===== src/hdl/dll_pkg.sv =====
// ----------------------------------------------------------------------------
// Linked list engine package
// Opcodes and status codes used by the engine, and the result record used by the testbench.
// ----------------------------------------------------------------------------
package dll_pkg;

    typedef enum logic [2:0] {
        OP_INS_HEAD = 3'd0,
        OP_INS_TAIL = 3'd1,
        OP_INS_POS  = 3'd2,
        OP_DELETE   = 3'd3,
        OP_SEARCH   = 3'd4,
        OP_READ_FWD = 3'd5,
        OP_READ_BWD = 3'd6,
        OP_CLEAR    = 3'd7
    } opcode_t;

    typedef enum logic [2:0] {
        ST_OK        = 3'd0,
        ST_FULL      = 3'd1,
        ST_NOT_FOUND = 3'd2,
        ST_RANGE     = 3'd3,
        ST_EMPTY     = 3'd4
    } status_code_t;

    localparam int MAX_RESULTS = 16;

    typedef struct packed {
        logic [2:0]  status;
        logic [3:0]  position;
        logic [31:0] element_value;
        logic        last;
    } result_t;

endpackage


===== src/hdl/dll_ram.sv =====
// ----------------------------------------------------------------------------
// Generic RAM
// Single write port, single read port, registered read data.
// ----------------------------------------------------------------------------
module dll_ram #(
    parameter int WIDTH = 32,
    parameter int DEPTH = 16
) (
    input  logic                     aclk,
    input  logic                     we,
    input  logic [$clog2(DEPTH)-1:0] waddr,
    input  logic [WIDTH-1:0]         wdata,
    input  logic [$clog2(DEPTH)-1:0] raddr,
    output logic [WIDTH-1:0]         rdata
);
    logic [WIDTH-1:0] mem [DEPTH];

    always_ff @(posedge aclk) begin
        if (we) begin
            mem[waddr] <= wdata;
        end
        rdata <= mem[raddr];
    end
endmodule


===== src/hdl/doubly_linked_list_engine_unit.sv =====
// ----------------------------------------------------------------------------
// Doubly linked list engine
// Inserts at head or tail and clear need no list walk; search, delete,
// position insert and reads walk the list node by node, because each link
// is fetched from the node memory, whose read data is registered, before
// the next node can be addressed. Each result transfer can stall the engine
// while m_tready is low, and no new item is taken until the result is taken.
// A read sends one transfer per element. Node values and links live in one node
// memory; the used map, head, tail and count are registers.
// ----------------------------------------------------------------------------
module doubly_linked_list_engine_unit
    import dll_pkg::*;
#(
    parameter int CAPACITY = 16
) (
    input  logic        aclk,
    input  logic        aresetn,
    input  logic        s_tvalid,
    output logic        s_tready,
    // opcode[2:0], value[34:3], position_index[39:35]
    input  logic [39:0] s_tdata,
    output logic        m_tvalid,
    input  logic        m_tready,
    // status[2:0], position[6:3], element_value[38:7]
    output logic [39:0] m_tdata,
    output logic        m_tlast
);
    localparam int SW = $clog2(CAPACITY);
    localparam int PW = SW + 1;
    localparam int NW = 32 + 2 * PW;
    localparam logic [PW-1:0] NONE = PW'(CAPACITY);

    typedef enum logic [3:0] {
        S_IDLE, S_WALK_REQ, S_WALK_CHK, S_LINK_A, S_LINK_B, S_LINK_C,
        S_DEL_A, S_DEL_B, S_DEL_C, S_OUT
    } state_t;

    state_t state_reg;
    logic [CAPACITY-1:0] used_reg;
    logic [PW-1:0] head_reg, tail_reg, count_reg, cur_reg, pred_reg, succ_reg;
    logic [PW-1:0] step_reg, target_reg, new_reg;
    logic [2:0]  op_reg;
    logic [31:0] val_reg;
    logic        out_valid_reg, out_last_reg;
    logic [2:0]  out_status_reg;
    logic [3:0]  out_pos_reg;
    logic [31:0] out_val_reg;

    logic          we;
    logic [SW-1:0] waddr, raddr;
    logic [NW-1:0] wdata, rdata;
    logic [31:0]   rd_val;
    logic [PW-1:0] rd_next, rd_prev;

    assign rd_val  = rdata[31:0];
    assign rd_next = rdata[32 +: PW];
    assign rd_prev = rdata[32 + PW +: PW];

    dll_ram #(.WIDTH(NW), .DEPTH(CAPACITY)) u_nodes (
        .aclk(aclk), .we(we), .waddr(waddr), .wdata(wdata),
        .raddr(raddr), .rdata(rdata)
    );

    logic [PW-1:0] free_slot;
    always_comb begin
        free_slot = NONE;
        for (int k = CAPACITY - 1; k >= 0; k--) begin
            if (!used_reg[k]) begin
                free_slot = PW'(k);
            end
        end
    end

    logic [2:0]  in_op;
    logic [31:0] in_val;
    logic [4:0]  in_idx;
    assign in_op  = s_tdata[2:0];
    assign in_val = s_tdata[34:3];
    assign in_idx = s_tdata[39:35];

    assign s_tready = (state_reg == S_IDLE) && !out_valid_reg;
    assign m_tvalid = out_valid_reg;
    assign m_tdata  = {1'b0, out_val_reg, out_pos_reg, out_status_reg};
    assign m_tlast  = out_last_reg;

    // Node memory port control, driven from the state and walk registers.
    always_comb begin
        we    = 1'b0;
        waddr = new_reg[SW-1:0];
        wdata = {pred_reg, succ_reg, val_reg};
        raddr = cur_reg[SW-1:0];
        unique case (state_reg)
            S_LINK_A: begin
                we    = 1'b1;
                waddr = new_reg[SW-1:0];
                wdata = {pred_reg, succ_reg, val_reg};
                raddr = pred_reg[SW-1:0];
            end
            S_LINK_B: begin
                raddr = succ_reg[SW-1:0];
                if (pred_reg != NONE) begin
                    we    = 1'b1;
                    waddr = pred_reg[SW-1:0];
                    wdata = {rd_prev, new_reg, rd_val};
                end
            end
            S_LINK_C: begin
                if (succ_reg != NONE) begin
                    we    = 1'b1;
                    waddr = succ_reg[SW-1:0];
                    wdata = {new_reg, rd_next, rd_val};
                end
            end
            S_DEL_A: raddr = pred_reg[SW-1:0];
            S_DEL_B: begin
                raddr = succ_reg[SW-1:0];
                if (pred_reg != NONE) begin
                    we    = 1'b1;
                    waddr = pred_reg[SW-1:0];
                    wdata = {rd_prev, succ_reg, rd_val};
                end
            end
            S_DEL_C: begin
                if (succ_reg != NONE) begin
                    we    = 1'b1;
                    waddr = succ_reg[SW-1:0];
                    wdata = {pred_reg, rd_next, rd_val};
                end
            end
            default: ;
        endcase
    end

    task automatic put(input logic [2:0] st, input logic [3:0] p,
                       input logic [31:0] v, input logic l);
        out_valid_reg  <= 1'b1;
        out_status_reg <= st;
        out_pos_reg    <= p;
        out_val_reg    <= v;
        out_last_reg   <= l;
    endtask

    logic [PW-1:0] read_pos;
    assign read_pos = (op_reg == OP_READ_FWD) ? step_reg : count_reg - 1'b1 - step_reg;

    always_ff @(posedge aclk) begin
        if (!aresetn) begin
            state_reg     <= S_IDLE;
            used_reg      <= '0;
            head_reg      <= NONE;
            tail_reg      <= NONE;
            count_reg     <= '0;
            out_valid_reg <= 1'b0;
        end else begin
            if (out_valid_reg && m_tready) begin
                out_valid_reg <= 1'b0;
            end
            unique case (state_reg)
                S_IDLE: begin
                    if (s_tvalid && s_tready) begin
                        op_reg      <= in_op;
                        val_reg     <= in_val;
                        step_reg    <= (in_op == OP_INS_POS) ? PW'(1) : '0;
                        new_reg     <= free_slot;
                        unique case (opcode_t'(in_op))
                            OP_INS_HEAD, OP_INS_TAIL, OP_INS_POS: begin
                                if (in_op == OP_INS_POS && 8'(in_idx) > 8'(count_reg)) begin
                                    put(ST_RANGE, '0, '0, 1'b1);
                                end else if (count_reg >= NONE || free_slot == NONE) begin
                                    put(ST_FULL, '0, '0, 1'b1);
                                end else if (in_op == OP_INS_TAIL) begin
                                    pred_reg  <= tail_reg;
                                    succ_reg  <= NONE;
                                    state_reg <= S_LINK_A;
                                end else if (in_op == OP_INS_HEAD || in_idx == '0) begin
                                    pred_reg  <= NONE;
                                    succ_reg  <= head_reg;
                                    state_reg <= S_LINK_A;
                                end else begin
                                    target_reg <= PW'(in_idx);
                                    cur_reg    <= head_reg;
                                    state_reg  <= S_WALK_REQ;
                                end
                            end
                            OP_DELETE, OP_SEARCH: begin
                                if (head_reg == NONE) begin
                                    put(ST_NOT_FOUND, '0, '0, 1'b1);
                                end else begin
                                    cur_reg   <= head_reg;
                                    state_reg <= S_WALK_REQ;
                                end
                            end
                            OP_READ_FWD, OP_READ_BWD: begin
                                if (count_reg == '0) begin
                                    put(ST_EMPTY, '0, '0, 1'b1);
                                end else begin
                                    cur_reg   <= (in_op == OP_READ_FWD) ? head_reg : tail_reg;
                                    state_reg <= S_WALK_REQ;
                                end
                            end
                            OP_CLEAR: begin
                                used_reg  <= '0;
                                head_reg  <= NONE;
                                tail_reg  <= NONE;
                                count_reg <= '0;
                                put(ST_OK, '0, '0, 1'b1);
                            end
                            default: ;
                        endcase
                    end
                end
                S_WALK_REQ: begin
                    if (!out_valid_reg || m_tready) begin
                        state_reg <= S_WALK_CHK;
                    end
                end
                S_WALK_CHK: begin
                    priority case (1'b1)
                        (op_reg == OP_INS_POS): begin
                            if (step_reg == target_reg || rd_next == NONE) begin
                                pred_reg  <= cur_reg;
                                succ_reg  <= rd_next;
                                state_reg <= S_LINK_A;
                            end else begin
                                cur_reg   <= rd_next;
                                step_reg  <= step_reg + 1'b1;
                                state_reg <= S_WALK_REQ;
                            end
                        end
                        (op_reg == OP_READ_FWD || op_reg == OP_READ_BWD): begin
                            logic [PW-1:0] nx;
                            logic          fin;
                            nx  = (op_reg == OP_READ_FWD) ? rd_next : rd_prev;
                            fin = (nx == NONE) || (step_reg + 1'b1 == count_reg)
                                  || (step_reg == PW'(MAX_RESULTS - 1));
                            put(ST_OK, read_pos[3:0], rd_val, fin);
                            cur_reg  <= nx;
                            step_reg <= step_reg + 1'b1;
                            state_reg <= fin ? S_OUT : S_WALK_REQ;
                        end
                        default: begin
                            if (used_reg[cur_reg[SW-1:0]] && rd_val == val_reg) begin
                                if (op_reg == OP_SEARCH) begin
                                    put(ST_OK, step_reg[3:0], rd_val, 1'b1);
                                    state_reg <= S_OUT;
                                end else begin
                                    target_reg <= cur_reg;
                                    pred_reg   <= rd_prev;
                                    succ_reg   <= rd_next;
                                    state_reg  <= S_DEL_A;
                                end
                            end else if (rd_next == NONE || step_reg == NONE - 1'b1) begin
                                put(ST_NOT_FOUND, '0, '0, 1'b1);
                                state_reg <= S_OUT;
                            end else begin
                                cur_reg   <= rd_next;
                                step_reg  <= step_reg + 1'b1;
                                state_reg <= S_WALK_REQ;
                            end
                        end
                    endcase
                end
                S_LINK_A: state_reg <= S_LINK_B;
                S_LINK_B: begin
                    if (pred_reg == NONE) begin
                        head_reg <= new_reg;
                    end
                    state_reg <= S_LINK_C;
                end
                S_LINK_C: begin
                    if (succ_reg == NONE) begin
                        tail_reg <= new_reg;
                    end
                    used_reg[new_reg[SW-1:0]] <= 1'b1;
                    count_reg <= count_reg + 1'b1;
                    put(ST_OK, '0, '0, 1'b1);
                    state_reg <= S_OUT;
                end
                S_DEL_A: state_reg <= S_DEL_B;
                S_DEL_B: begin
                    if (pred_reg == NONE) begin
                        head_reg <= succ_reg;
                    end
                    state_reg <= S_DEL_C;
                end
                S_DEL_C: begin
                    if (succ_reg == NONE) begin
                        tail_reg <= pred_reg;
                    end
                    used_reg[target_reg[SW-1:0]] <= 1'b0;
                    if (count_reg != '0) begin
                        count_reg <= count_reg - 1'b1;
                    end
                    put(ST_OK, step_reg[3:0], '0, 1'b1);
                    state_reg <= S_OUT;
                end
                S_OUT: state_reg <= S_IDLE;
                default: state_reg <= S_IDLE;
            endcase
        end
    end

    // Walk requests wait for the output register before a read emits again.
    assert property (@(posedge aclk) disable iff (!aresetn)
        (state_reg == S_WALK_CHK) |-> $past(state_reg) == S_WALK_REQ)
        else $error("walk check without a preceding node fetch");
    assert property (@(posedge aclk) disable iff (!aresetn)
        count_reg <= NONE)
        else $error("element count beyond capacity");
    assert property (@(posedge aclk) disable iff (!aresetn)
        (state_reg == S_IDLE && count_reg == '0) |-> (head_reg == NONE && tail_reg == NONE))
        else $error("empty list keeps a head or tail");
    assert property (@(posedge aclk) disable iff (!aresetn)
        (state_reg == S_LINK_C) |=> $countones(used_reg) == $past($countones(used_reg)) + 1)
        else $error("insert did not mark its slot");
endmodule


===== config.mk =====
export PLATFORM = sky130hd
export DESIGN_NAME = doubly_linked_list_engine_unit
export DESIGN_NICKNAME = d
export VERILOG_FILES = /design/src/hdl/dll_pkg.sv /design/src/hdl/dll_ram.sv /design/src/hdl/doubly_linked_list_engine_unit.sv
export SDC_FILE = /design/constraint.sdc
export NUM_CORES = 1
export LEC_CHECK = 0
export ABC_AREA = 0
export BUFFER_PORTS_ARGS = -buffer_cell sky130_fd_sc_hd__buf_2
export CAP_MARGIN = 20
export CORE_MARGIN = 2
export CORE_UTILIZATION = 50
export DETAILED_ROUTE_END_ITERATION = 12
export HOLD_SLACK_MARGIN = 0.06
export PLACE_DENSITY = 0.66
export REMOVE_ABC_BUFFERS = 1
export SYNTH_ARGS = -nofsm -noshare
export SYNTH_HDL_FRONTEND = slang
export SYNTH_SLANG_ARGS = --single-unit

===== constraint.sdc =====
create_clock -name aclk -period 5.3 [get_ports aclk]
set_input_delay 0.795 -clock aclk [delete_from_list [all_inputs] [get_ports aclk]]
set_output_delay 0.795 -clock aclk [all_outputs]
set_load 0.01 [all_outputs]

# Yosys cells after proc, flatten, opt, wreduce, memory -nomap -nowiden
# Memories as Yosys holds them, arrays and structs flattened. A register that Yosys moved wholly into a read port is not among the register bits.
# Cells that the tools add are included.
# word_totals
ff_bits,141
latch_bits,0
ramBits,672
romBits,0
input_bits,44
output_inout_bits,43
wordCells,334
memories,1
# mem_list
name,depth,word_bits,read_ports,rd_clocked_by_memory_dff,write_ports,line,source
u_nodes.mem,16,42,1,1,1,dll_ram.sv:16,logic [WIDTH-1:0] mem [DEPTH];
# classes
add_sub_neg,4
mul,0
div_mod_pow,0
magnitude_cmp,7
eq_ne,68
shift,0
n_mux,189
n_bitwise,3
reduce_logical,44
# ops
operator,count
$mux 5,77
$mux 32,10
$pmux 42 s4,1
$pmux 32 s4,1
$mux 42,3
$mux 4,25
$pmux 32 s3,1
$pmux 5 s3,4
$pmux 5 s2,5
$pmux 16 s3,1
$ne 3x3->1 const B,13
$mux 37,1
$eq 32x32->1,1
$mux 16,2
$pmux 4 s4,2
$pmux 4 s8,1
$eq 5x5->1 const B,6
$mux 3,10
$mux 1,29
$ne 2x2->1 const B,14
$eq 3x3->1 const B,7
$ne 4x4->1 const B,5
$reduce_and 9->1,2
$and 16x16->16,1
50 further kinds,93

# Longest topological paths before layout
# depth
word_depth,23
ltp_mapped,11

# By module
# Synthesis repeated with hierarchy kept, for this count alone.
# unflattened
cells_unflattened,1929
hier_area_um2,34320.4
# modules_own_cells
mod,instances,cells_per_inst,area_each_um2
dll_ram,1,1092,26058.7
doubly_linked_list_engine_unit,1,837,8261.7

# Least setup slack after synthesis
# Ideal clock, no wire load.
# synth_timing
path_type,input to register
startpoint,in s_tdata[38]
endpoint,"reg out_last_reg, in the netlist m_tlast, enable pin"
arrival_time_ns,4.450
t_required_ns,4.826
slack_ns,0.376
stages,8
path_cell_list,ha_1 -> nand3_1 -> o21bai_1 -> a21oi_1 -> nor3_1 -> nor3_1 -> a21oi_1 -> nor3_1
# synth_via
elab_chain_len,4
# synth_rtl
item,line,source
from (decl),doubly_linked_list_engine_unit.sv:21,"input logic [39:0] s_tdata,"
$gt 5x5->1,doubly_linked_list_engine_unit.sv:167,if (in_op == OP_INS_POS && 8'(in_idx) > 8'(count_reg)) begin
$logic_and 1x1->1,doubly_linked_list_engine_unit.sv:167,
$ne 4x4->1 (no source line),--,
$reduce_and 9->1 (no source line),--,
to (decl),doubly_linked_list_engine_unit.sv:44,"logic out_valid_reg, out_last_reg;"
# No other way between the ends.
# A chain may end at the register's enable or synchronous reset.

# Worst setup path in the final report
# layout_timing
startpoint,reg state_reg[2]
endpoint,"mem u_nodes.mem[8][22] in the netlist's numbering, enable pin"
# layout_via
elab_chain_len,5
# layout_rtl
item,line,source
from (decl),doubly_linked_list_engine_unit.sv:38,state_t state_reg;
from (signal assigned),doubly_linked_list_engine_unit.sv:239,state_reg <= fin ? S_OUT : S_WALK_REQ;
$eq 4x4->1 or $eq 4x3->1 (tied branches),doubly_linked_list_engine_unit.sv:92,unique case (state_reg)
$reduce_or 2->1 (no source line),--,
$pmux 1 s3,doubly_linked_list_engine_unit.sv:92,
$mux 1,dll_ram.sv:19,if (we) begin
$mux 1 (implied by the code),dll_ram.sv:20,mem[waddr] <= wdata;
to (decl),dll_ram.sv:16,
# Several ways; a longest one is shown, not always the timed one.

==> out/results.md <==
| Item | Reported | Unit |
| --- | --- | --- |
| Register containing the most flip-flops in the final layout | u_nodes.mem | - |
| Most frequent cells in the layout | 777 x sky130_fd_sc_hd__edfxtp_1, 243 x sky130_fd_sc_hd__nand2_1, 182 x sky130_fd_sc_hd__mux2i_1 | - |
| Count of TritonRoute iterations in the first routing pass | 7 | - |
| Antenna violations before repair | 2 | - |
| Cell leakage power | 13.57 | nW |
| Final worst path period share | 79.55 | % |
| Standard cell core area | 70150 | um^2 |
| Row Count | 97 | - |
| DPL Wire Length | 50080 | um |
| Clock latency on the worst-skew pair | 640 | ps |
| Mapped Area | 35480 | um^2 |
| Count of pins on the block boundary | 87 | - |
| Count of final setup violators | 0 | - |
| Die height | 270.4 | um |
| Starting density of the core | 50.57 | % |
| Launching element of the worst setup path | state_reg[2]$_SDFFE_PN0P_ | - |
| Setup crit end kind | flip-flop | - |
| # clock sinks | 855 | - |
| Cell mode on critical path | sky130_fd_sc_hd__nand2b_1 | - |
| Post-route cell area | 40080 | um^2 |
| Total Negative Setup Slacks | 0 | ps |
| # resized after CTS | 0 | - |
| Post-layout total power | 15.39 | mW |
| Pins Over Slew Limit | 0 | - |
| CTS clock-pin slew for the worst setup and hold paths | 60 | ps |
| Avg WL per Cell | 24.76 | um |
| Number of nets in the finished design | 2555 | - |
| Cell accounting for the most synthesized area | sky130_fd_sc_hd__edfxtp_1 | - |
| Post-CTS setup buffer count | 0 | - |
| Avg Cell Area, Syn | 14.62 | um^2 |
| Wire length of the first global-routing pass | 130400 | um |
| CP Buf/Inv Count | 1 | - |
| Maximum vdd drop | 258.1 | uV |
| Leading register cell type out of synthesis | sky130_fd_sc_hd__edfxtp_1 | - |
| FF+latch count, synth | 855 | - |
| Via density per instance | 5.995 | - |
| Width of the die | 270.4 | um |
| Number of warnings reported in the yosys synthesis log | 0 | - |
| Filler instances | 5519 | - |
| Setup CP Type | flip-flop to flip-flop | - |
| Arrival time at the worst endpoint | 4540 | ps |
| Leading cell type in the layout, fill and taps excluded | sky130_fd_sc_hd__edfxtp_1 | - |
| Maximum achievable frequency | 237.2 | MHz |
| Maximum fanout encountered on the critical timing path | 29 | - |
| Routability cong. | 0.8707 | - |
| Overflow left after global routing | 0 | - |
| Area of the die | 73100 | um^2 |
| Crit path setup slack, layout | 1084 | ps |
| Global router's overall resource usage | 23.53 | % |
| Largest clock skew in the final design | 28.82 | ps |
| Worst path required time | 5620 | ps |
| Instance count on the critical path | 7 | - |
| Highest cell delay on the worst timing path | 700 | ps |
| Port buffer count | 85 | - |
| Asr flop ratio synth | 0 | % |
| Total placed instance area | 37060 | um^2 |
| Number of buffers added by the clock tree synthesis step | 88 | - |
| Chain of cells forming the critical path | nand2b_1 > a21oi_2 > a22oi_2 > a222oi_1 > nand2b_1 > nor2_4 > buf_12 | - |
| Top flop regs | u_nodes.mem x672, u_nodes.rdata x42 | - |
| CP top delay family | compound AO/OA/AOI/OAI gates | - |
| Seq/Total Area, Yosys | 70.17 | % |
| Dominant cells by area after synthesis | sky130_fd_sc_hd__edfxtp_1 66%, sky130_fd_sc_hd__mux2i_1 5.1%, sky130_fd_sc_hd__dfxtp_1 4.4%, sky130_fd_sc_hd__mux2_2 3.8%, sky130_fd_sc_hd__nand2_1 2.6% | - |
| Endpoint of the most critical register-to-register path | u_nodes.mem[8][22]$_DFFE_PP_ | - |
| Crit path launch type | flip-flop | - |
| Setup slack of the most critical reg-to-reg path | 1080 | ps |
| Crit path time final | 4216 | ps |
| Initial detailed-routing violation count | 2508 | - |
| Remaining max-slew budget at the tightest pin | 26.11 | % |
| RSZ-0062 raised after global routing | no | - |
| Worst-case setup slack after placement | 1171 | ps |
| Result of the run | finished clean | - |
| CTS hold repair buffers | 0 | - |
| Post-synth EDFFs | 777 | - |
| Area growth from synthesis to layout | 12.97 | % |
| Power density cells | 384.1 | nW/um^2 |
| Number of instances in the synthesized netlist | 2426 | - |
| DRT Wirelength | 86990 | um |
| Max stage delay cell, worst path | sky130_fd_sc_hd__dfxtp_1 | - |
| Clk buf depth | 3 | - |
| Startpoint of the worst-slack reg-to-reg timing path | state_reg[2]$_SDFFE_PN0P_ | - |
| Unique cell type count in the Yosys netlist | 63 | - |
| Measured slew at the worst slew-check pin | 1108 | ps |
| Final Hold Vio Count | 0 | - |
| Post-route antenna net violation count | 0 | - |
| Vias | 21060 | - |
| TritonCTS clock tree | done | - |
| Endpoint of the worst setup timing path | u_nodes.mem[8][22]$_DFFE_PP_ | - |
| Logic depth of the worst register-to-register path | 7 | - |
| Remaining DRCs | 0 | - |
| Core Util, Final | 57.13 | % |
| Clock root buffer | sky130_fd_sc_hd__clkbuf_16 | - |
| Area fraction of the dominant cell type after synthesis | 65.77 | % |
| Max-capacitance violation count | 0 | - |
| Maximum number of pins on one net before global-route repair | 137 | - |
| Via count of the first global-routing pass | 20740 | - |
| Hold/Removal Path Class | primary input to flip-flop | - |
| Fraction of final layout cells sized beyond drive strength 1 | 16.21 | % |
| Flip-flop count of the largest register, all copies and words added | 672 | - |
| Number of H-tree branching levels | 3 | - |
-- through the flow --
step | hold WS, ps | std cells
final | 327.1 | 3513
after global routing | 300.2 | 3512
after CTS | 292.2 | 3511
after detailed placement | 506.4 | 3346
after global placement | 501.1 | 3345
after floorplan | 475.2 | 2278
-- synthesized netlist by cell type, types with 5 or more instances --
cell type,number
sky130_fd_sc_hd__edfxtp_1,777
sky130_fd_sc_hd__nand2_1,246
sky130_fd_sc_hd__mux2i_1,182
sky130_fd_sc_hd__mux2_2,121
sky130_fd_sc_hd__nor2b_1,103
sky130_fd_sc_hd__a31oi_1,97
sky130_fd_sc_hd__a211oi_1,94
sky130_fd_sc_hd__dfxtp_1,78
sky130_fd_sc_hd__clkbuf_1,71
sky130_fd_sc_hd__a21oi_1,65
sky130_fd_sc_hd__nor2_1,64
sky130_fd_sc_hd__o21ai_0,53
sky130_fd_sc_hd__buf_2,52
sky130_fd_sc_hd__o22ai_1,48
sky130_fd_sc_hd__a221o_1,42
sky130_fd_sc_hd__xnor2_1,41
sky130_fd_sc_hd__and2_1,39
sky130_fd_sc_hd__inv_1,29
sky130_fd_sc_hd__nor3_1,25
sky130_fd_sc_hd__nand3_1,21
sky130_fd_sc_hd__a222oi_1,14
sky130_fd_sc_hd__ha_1,13
sky130_fd_sc_hd__nand4_1,13
sky130_fd_sc_hd__buf_4,12
sky130_fd_sc_hd__a22oi_1,11
sky130_fd_sc_hd__nand2b_1,11
sky130_fd_sc_hd__nor4_1,11
sky130_fd_sc_hd__buf_6,9
sky130_fd_sc_hd__xor2_1,7
sky130_fd_sc_hd__and3_1,6
sky130_fd_sc_hd__o21bai_1,6
sky130_fd_sc_hd__a21o_1,5
sky130_fd_sc_hd__a22o_1,5
sky130_fd_sc_hd__or2_2,5
-- power breakdown --
group | total (mW) | switching, mW | internal (mW)
clock network | 6.30 | 2.60 | 3.70
registers | 7.72 | 0.173 | 7.55
logic | 1.37 | 0.860 | 0.511
total | 15.4 | 3.63 | 11.8
-- routing by layer --
layer	vias to the layer above	part of all wire [%]	track usage (%)
met5	-	0	0
met4	0	2.6	7.081
met3	147	5.7	3.272
met2	750	50	39.67
met1	10680	42	31.85
li1	9480	-	-
-- area by class of cell --
type | count | area, um^2 | share of cell area [%]
sequential | 855 | 24890 | 62.11
multi-input combinational | 1393 | 9920 | 24.75
clock buffer | 116 | 2397 | 5.982
tap | 940 | 1176 | 2.935
timing repair buffer | 129 | 985.9 | 2.460
clock inverter | 49 | 589.3 | 1.470
inverter | 30 | 112.6 | 0.2810
antenna | 1 | 2.502 | 0.006244
-- cell families after synthesis --
group	count (synthesis)	share of synthesized area, %
other	1	0.01057
and+or+nand+nor	559	7.569
adders and majority gates	14	0.5149
AOI/OAI and AO/OA	464	8.937
buffers and inverters	178	2.384
muxes	307	9.230
DFF	855	70.17
xor gates and xnor gates	48	1.185
-- worst min path at each step --
stage / from / endpoint / slack, ps / depth (start not counted)
detailed placement: used_reg[12]$_SDFFE_PN0P_ / used_reg[12]$_SDFFE_PN0P_ / 510 / 2
CTS: s_tdata[14] / val_reg[11]$_DFFE_PP_ / 290 / 1
floorplan: tail_reg[4]$_SDFFE_PN1P_ / tail_reg[4]$_SDFFE_PN1P_ / 480 / 2
finish: s_tdata[14] / val_reg[11]$_DFFE_PP_ / 330 / 1
global placement: tail_reg[4]$_SDFFE_PN1P_ / tail_reg[4]$_SDFFE_PN1P_ / 500 / 2
global route: s_tdata[23] / val_reg[20]$_DFFE_PP_ / 300 / 1
Power figures use the tool's default switching activity.
